## config.mk

```make
export PLATFORM = sky130hd
export DESIGN_NAME = cgmc_div
export DESIGN_NICKNAME = d
export VERILOG_FILES = /design/src/sv/cgmc_pkg.sv /design/src/sv/cgmc_div.sv
export SDC_FILE = /design/constraint.sdc
export NUM_CORES = 1
export LEC_CHECK = 0
export ABC_AREA = 0
export BUFFER_PORTS_ARGS = -buffer_cell sky130_fd_sc_hd__buf_2
export CAP_MARGIN = 20
export CORE_ASPECT_RATIO = 1.25
export CORE_MARGIN = 4
export CORE_UTILIZATION = 55
export DETAILED_ROUTE_END_ITERATION = 16
export PLACE_DENSITY = 0.77
export SETUP_SLACK_MARGIN = 0.02
export SYNTH_ARGS = -nofsm -noshare
export SYNTH_HDL_FRONTEND = slang
export SYNTH_SLANG_ARGS = --single-unit
export TNS_END_PERCENT = 1
```

## constraint.sdc

```tcl
create_clock -name clk -period 4 [get_ports clk]
set_input_delay 0 -clock clk [delete_from_list [all_inputs] [get_ports clk]]
set_output_delay 0 -clock clk [all_outputs]
set_load 0.01 [all_outputs]
```

## src/sv/cgmc_pkg.sv

```systemverilog
// Shared constants and types for the channel gain median calibrator.
// No dependencies; imported by cgmc_div and channel_gain_median_calibrator.
package cgmc_pkg;

	localparam int CH_W     = 10;
	localparam int NPE_W    = 16;
	localparam int GAIN_W   = 16;
	localparam int LF_W     = 16;
	localparam int SPU_W    = 8;
	localparam int CHANNELS = 1024;
	localparam int SAMPLES  = 128;
	localparam int IDX_W    = 7;
	localparam int CNT_W    = 8;
	localparam int DIVD_W   = LF_W + 20;
	localparam int QCNT_W   = 6;
	localparam int META_W   = CNT_W + GAIN_W;

	localparam logic [GAIN_W-1:0] GAIN_RESET = 16'd4501;
	localparam logic [SPU_W-1:0]  SPU_RESET  = 8'd100;
	localparam logic [LF_W-1:0]   LF_RESET   = 16'd6554;

	localparam logic REG_SPU = 1'b0;
	localparam logic REG_LF  = 1'b1;

	typedef logic [CH_W-1:0]   chan_t;
	typedef logic [NPE_W-1:0]  npe_t;
	typedef logic [GAIN_W-1:0] gain_t;

endpackage

```

## src/sv/cgmc_div.sv

```systemverilog
// Restoring divider, one quotient bit per cycle: (learning factor << 20) / median.
// Depends on cgmc_pkg.
module cgmc_div (
	input  logic                          clk,
	input  logic                          arst_n,
	input  logic                          start,
	input  logic [cgmc_pkg::DIVD_W-1:0]   dividend,
	input  logic [cgmc_pkg::NPE_W-1:0]    divisor,
	output logic                          done,
	output logic [cgmc_pkg::DIVD_W-1:0]   quotient
);
	import cgmc_pkg::*;

	logic              busy_q;
	logic              done_q;
	logic [QCNT_W-1:0] cnt_q;
	logic [NPE_W-1:0]  rem_q;
	logic [NPE_W-1:0]  dsr_q;
	logic [DIVD_W-1:0] quo_q;
	logic [NPE_W:0]    trial;
	logic [NPE_W:0]    diff;
	logic              ge;

	assign trial = {rem_q, quo_q[DIVD_W-1]};
	assign ge    = trial >= {1'b0, dsr_q};
	assign diff  = trial - {1'b0, dsr_q};

	always_ff @(posedge clk or negedge arst_n) begin
		if (!arst_n) begin
			busy_q <= 1'b0;
			done_q <= 1'b0;
			cnt_q  <= '0;
		end else begin
			done_q <= busy_q && (cnt_q == '0);
			if (start) begin
				busy_q <= 1'b1;
				cnt_q  <= QCNT_W'(DIVD_W - 1);
			end else if (busy_q) begin
				if (cnt_q == '0) busy_q <= 1'b0;
				else cnt_q <= cnt_q - 1'b1;
			end
		end
	end

	always_ff @(posedge clk) begin
		if (start) begin
			rem_q <= '0;
			dsr_q <= divisor;
			quo_q <= dividend;
		end else if (busy_q) begin
			rem_q <= ge ? diff[NPE_W-1:0] : trial[NPE_W-1:0];
			quo_q <= {quo_q[DIVD_W-2:0], ge};
		end
	end

	assign done     = done_q;
	assign quotient = quo_q;

endmodule

```

# After elaboration in Yosys (flattened, before gate mapping)
# Index checks and enable logic that the tools add are counted.
# classes
add_sub_neg	2
eq_ne	1
muxes	9
n_reduce_logical	4
n_lt_le_gt_ge	1
# ops
cell	count
$mux W36	2
$mux W6	3
$ge A17 B16 Y1	1
$mux W16	1
$sub A16 B16 Y16	1
$logic_not A6 Y1	1
$sub A6 B1 Y6 const B	1
$mux W1	3
$ne A2 B2 Y1 const B	1
$reduce_and A2 Y1	1
$reduce_bool A2 Y1	1
$logic_and A1 B1 Y1	1
# totals
input_bits	55
regBits	76
out_inout_bits	37

# Depth between registers and ports, before layout
# depth
word_depth	4
mapped_depth	11
ltp_nobuf	9

# Worst setup path before layout
# OpenSTA, ideal clock, no wires.
# synth_path
path_kind	flip-flop to flip-flop
from	register dsr_q[9]
to	register rem_q[11]
stages_incl_launch_ff	10
n_path_buf	1
path_slack_ns	1.494
t_arrival_ns	2.427
t_required_ns	3.921
cell_sequence	edfxtp_1 > inv_1 > ha_1 > and4_4 > nand2_4 > o41ai_4 > and4b_1 > buf_6 > or4_1 > o211ai_1
# synth_between
elab_chain_len	2
word_cells_on_any_way	3
# synth_lines
item	line_no	text
start: declaration	cgmc_div.sv:18	logic [NPE_W-1:0] dsr_q;
start signal: assignment	cgmc_div.sv:48	dsr_q <= divisor;
$sub A16 B16 Y16 / $ge A17 B16 Y1 (equally long branches)	cgmc_div.sv:26, cgmc_div.sv:25	
$mux W16 *	cgmc_div.sv:51	rem_q <= ge ? diff[NPE_W-1:0] : trial[NPE_W-1:0];
end signal: assignment	cgmc_div.sv:51	
end: declaration	cgmc_div.sv:17	logic [NPE_W-1:0] rem_q;
# Mark *: on every way between the ends. The rest lies on a longest branch, timed or not.
# A chain may end at the register's enable or synchronous reset.

# Worst setup path in the final report
# layout_path
from	register dsr_q[12]
to	register rem_q[11]
# layout_between
elab_chain_len	2
# layout_lines
item	line_no	text
$ge A17 B16 Y1	cgmc_div.sv:25	assign ge = trial >= {1'b0, dsr_q};
$mux W16	cgmc_div.sv:51	
# No other way between the ends.

==> impl_results.md <==
* Outcome: finished clean
* Detailed Route Iter0 Violations at 211
* Kind of critical path: flop to flop
* Tightest Hold Check Type: input port to asynchronous set/reset pin
* Critical path endpoint category: flop
* Synth Warn # at 0
* Ys async rst share at 10.5%
* Post-route ant nets at 0
* Syn avg cell area at 11.0 sq um
* Max FO, Critical Path at 16
* TritonCTS clock tree: done
* Relative slew slack at 35.7%
* Die Ht at 106 um
* Complex-gate fraction of the synthesized area at 15.7%
* Core footprint at 7400 sq um
* Clock root buffer: clkbuf_8
* Initial antenna violation count at 0
* First-pass GRT wire length at 18900 um
* H-tree depth at 3
* Distinct cells, synth at 56
* Final cycle utilization of the critical path at 72.4%
* Mux contribution to synthesized area at 9.96%
* Maxcap violations at 0
* Post-layout instance area at 5470 sq um
* GP Congestion at 0.963
* Cell taking the most area after synthesis: edfxtp_1
* Final Hold Fails at 0
* CP Data Arrival Time at 3.16 ns
* CTS Sinks at 76
* Fin nets at 598
* Die extent in x at 86 um
* Cell leakage power at 2.34 nW
* Drt drc at 0
* Post-synthesis simple-gate area fraction at 13.0%
* Maximum VDD drop at 0.000304 V
* Initial Util at 56.5%
* Adder-cell share of the synthesized area at 5.86%
* Total number of vias at 3607
* PortBufs at 91
* Vias per cell at 5.81
* Final Setup Violations at 0
* Wire per inst at 18.4 um
* Multi-input logic area at 1940 sq um
* PwrDens at 360 nW/um^2
* Area contributors post-synth: edfxtp_1 37%, mux2_2 10%, dfxtp_1 7.7%
* CTS clk-pin slew, worst paths at 0.08 ns
* Vias in the first global route at 3789
* Post-route setup slack at 1.11 ns
* Crit path time final at 2.89 ns
* Setup TNS at 0 ns
* Post-synthesis sequential area ratio at 49.8%
* CP startpoint kind: flop
* Gr ovfl total at 0
* Fmax at 346 MHz
* Post-synthesis xor/xnor area fraction at 1.88%
* Drt total wl at 11400 um
* Dominant synthesized flop cell: edfxtp_1
* Number of synthesized flops with an enable pin at 52
* # rows at 35
* Post-Place Worst Slack at 1.17 ns
* Ports at 92
* Fillers at 503
* Tot GR Track Use at 26.8%
* Final Slew Violations at 0
* CTS Buf Count at 9
* Cell Area, Synth at 4180 sq um
* CP Data Required Time at 4.27 ns
* Mapped Cells at 381
* TritonRoute pass-1 iters at 4
* Dpl hpwl at 7160 um
* CTS max path bufs at 2
* RSZ-0062 raised after global routing: false
* Layout area overhead at 30.8%
* Largest net degree at the start of global routing at 47
* Share of the synthesized area in the top cell type at 37.3%
* Main combinational cell family by area after synthesis: compound AO/OA/AOI/OAI gates
* Proportion of layout cells with a drive suffix above 1 at 28.4%
* Synthesized flop and latch total at 76
* DP Area at 4710 sq um
* Die ar. at 9070 sq um
* Post-Syn Nets at 455
* Worst Skew at 0.0176 ns
* Ant diodes at 0
* Clk Latency, worst-skew pair at 0.36 ns
* Register area at 2080 sq um
* Tightest Pin Transition at 0.965 ns
-- routing by layer --
metal / share of wire (%) / up-vias / global-route usage (%)
met5: 0 / - / 0
met4: 2.7 / 0 / 9.62
met3: 5.6 / 25 / 7.66
met2: 53 / 131 / 46.7
met1: 39 / 1721 / 31.0
li1: - / 1730 / -
-- kinds of logic after synthesis --
group                      Yosys count
buffers and inverters               40
DFF                                 76
adders and majority gates           19
xor gates and xnor gates             9
AOI/OAI and AO/OA                   90
and+or+nand+nor                    110
muxes                               37
-- sequential cells by signal, indices dropped and copies added, names as in the netlist --
name      flops
cnt_q         6
rem_q        16
quotient     36
busy_q        1
done          1
dsr_q        16
-- cells in the mapped netlist (2+ instances only) --
library cell / count
o21ai_1: 8
o211ai_1: 12
a21oi_1: 14
and2_1: 2
o21ai_0: 11
nand3_1: 13
o31ai_1: 2
o2111ai_1: 4
a211o_1: 3
nand3b_1: 2
dfrtp_1: 8
nand2_1: 30
nor4_1: 3
a21o_1: 6
nor3_1: 6
clkbuf_1: 13
nand2b_1: 4
a311o_1: 2
ha_1: 18
nor2b_1: 6
o21a_1: 4
mux2_2: 37
a311oi_1: 8
dfxtp_1: 16
or3_1: 2
nand4_1: 3
xnor2_1: 7
inv_1: 25
and3_1: 2
nor4b_1: 2
o221ai_1: 2
edfxtp_1: 52
a211oi_1: 2
xor2_1: 2
nor2_1: 29
-- final timing paths --
path                       startpoint         to  slack (ns)  cells past startpoint
min                            arst_n   cnt_q[1]        0.03                      2
max reg2reg                 dsr_q[12]  rem_q[11]        1.11                      8
max                         dsr_q[12]  rem_q[11]        1.11                      8
min in group clk                start   cnt_q[3]        0.29                      2
min reg2reg                  rem_q[1]   rem_q[1]        0.50                      1
max in group asynchronous      arst_n   cnt_q[3]        3.80                      2
-- power by group --
| part | switching (mW) | total [mW] | leakage, nW | internal, mW |
|---|---|---|---|---|
| Clock | 0.285 | 0.696 | 0.118 | 0.411 |
| Combinational | 0.167 | 0.333 | 1.46 | 0.165 |
| Sequential | 0.0362 | 0.943 | 0.763 | 0.907 |
-- timing repair --
| action | 4_1_cts | 5_1_grt |
|---|---|---|
| resized for setup | 0 | 0 |
| hold buffers | 53 | 0 |
| endpoints found under the hold margin | 60 | 0 |
| setup buffers | 0 | 0 |
| setup endpoints to repair | 0 | 0 |
-- critical path: stages (launching register included) --
cell      delay, ns
edfxtp_1       0.33
inv_1          0.04
ha_1           0.37
and2_1         0.21
nand2_1        0.17
o41ai_4        0.53
and4b_1        0.44
or4_1          0.61
o211ai_1       0.11
-- stage by stage --
stage | instances | util, % | power [mW] | hold WS (ns)
2_1_floorplan | 381 | - | 1.13 | -0.296
3_3_place_gp | 552 | 63.7 | 1.23 | -0.150
3_5_place_dp | 552 | 63.7 | 1.23 | -0.150
4_1_cts | 621 | 73.9 | 1.96 | 0.0122
5_1_grt | 621 | 73.9 | 2.05 | 0.0177
6_report | 621 | 73.9 | 1.97 | 0.0309
-- layout make-up --
cell class                 count  share of cell area (%)
clock buffer                  10                    2.33
sequential                    76                    38.0
clock inverter                 6                    1.90
tap                           92                    2.10
inverter                      25                    1.71
timing repair buffer         147                    18.4
multi-input combinational    265                    35.5
-- placed cells by master (no fill, tap or decap), types with 11 or more instances in the layout --
cell type and n:
a21oi_1 14, buf_2 91, dfxtp_1 16, dlygate4sd3_1 53, edfxtp_1 52, ha_1 18
inv_1 25, mux2_2 37, nand2_1 30, nand3_1 13, nor2_1 29, o211ai_1 12
o21ai_0 11
Power figures use the tool's default switching activity.
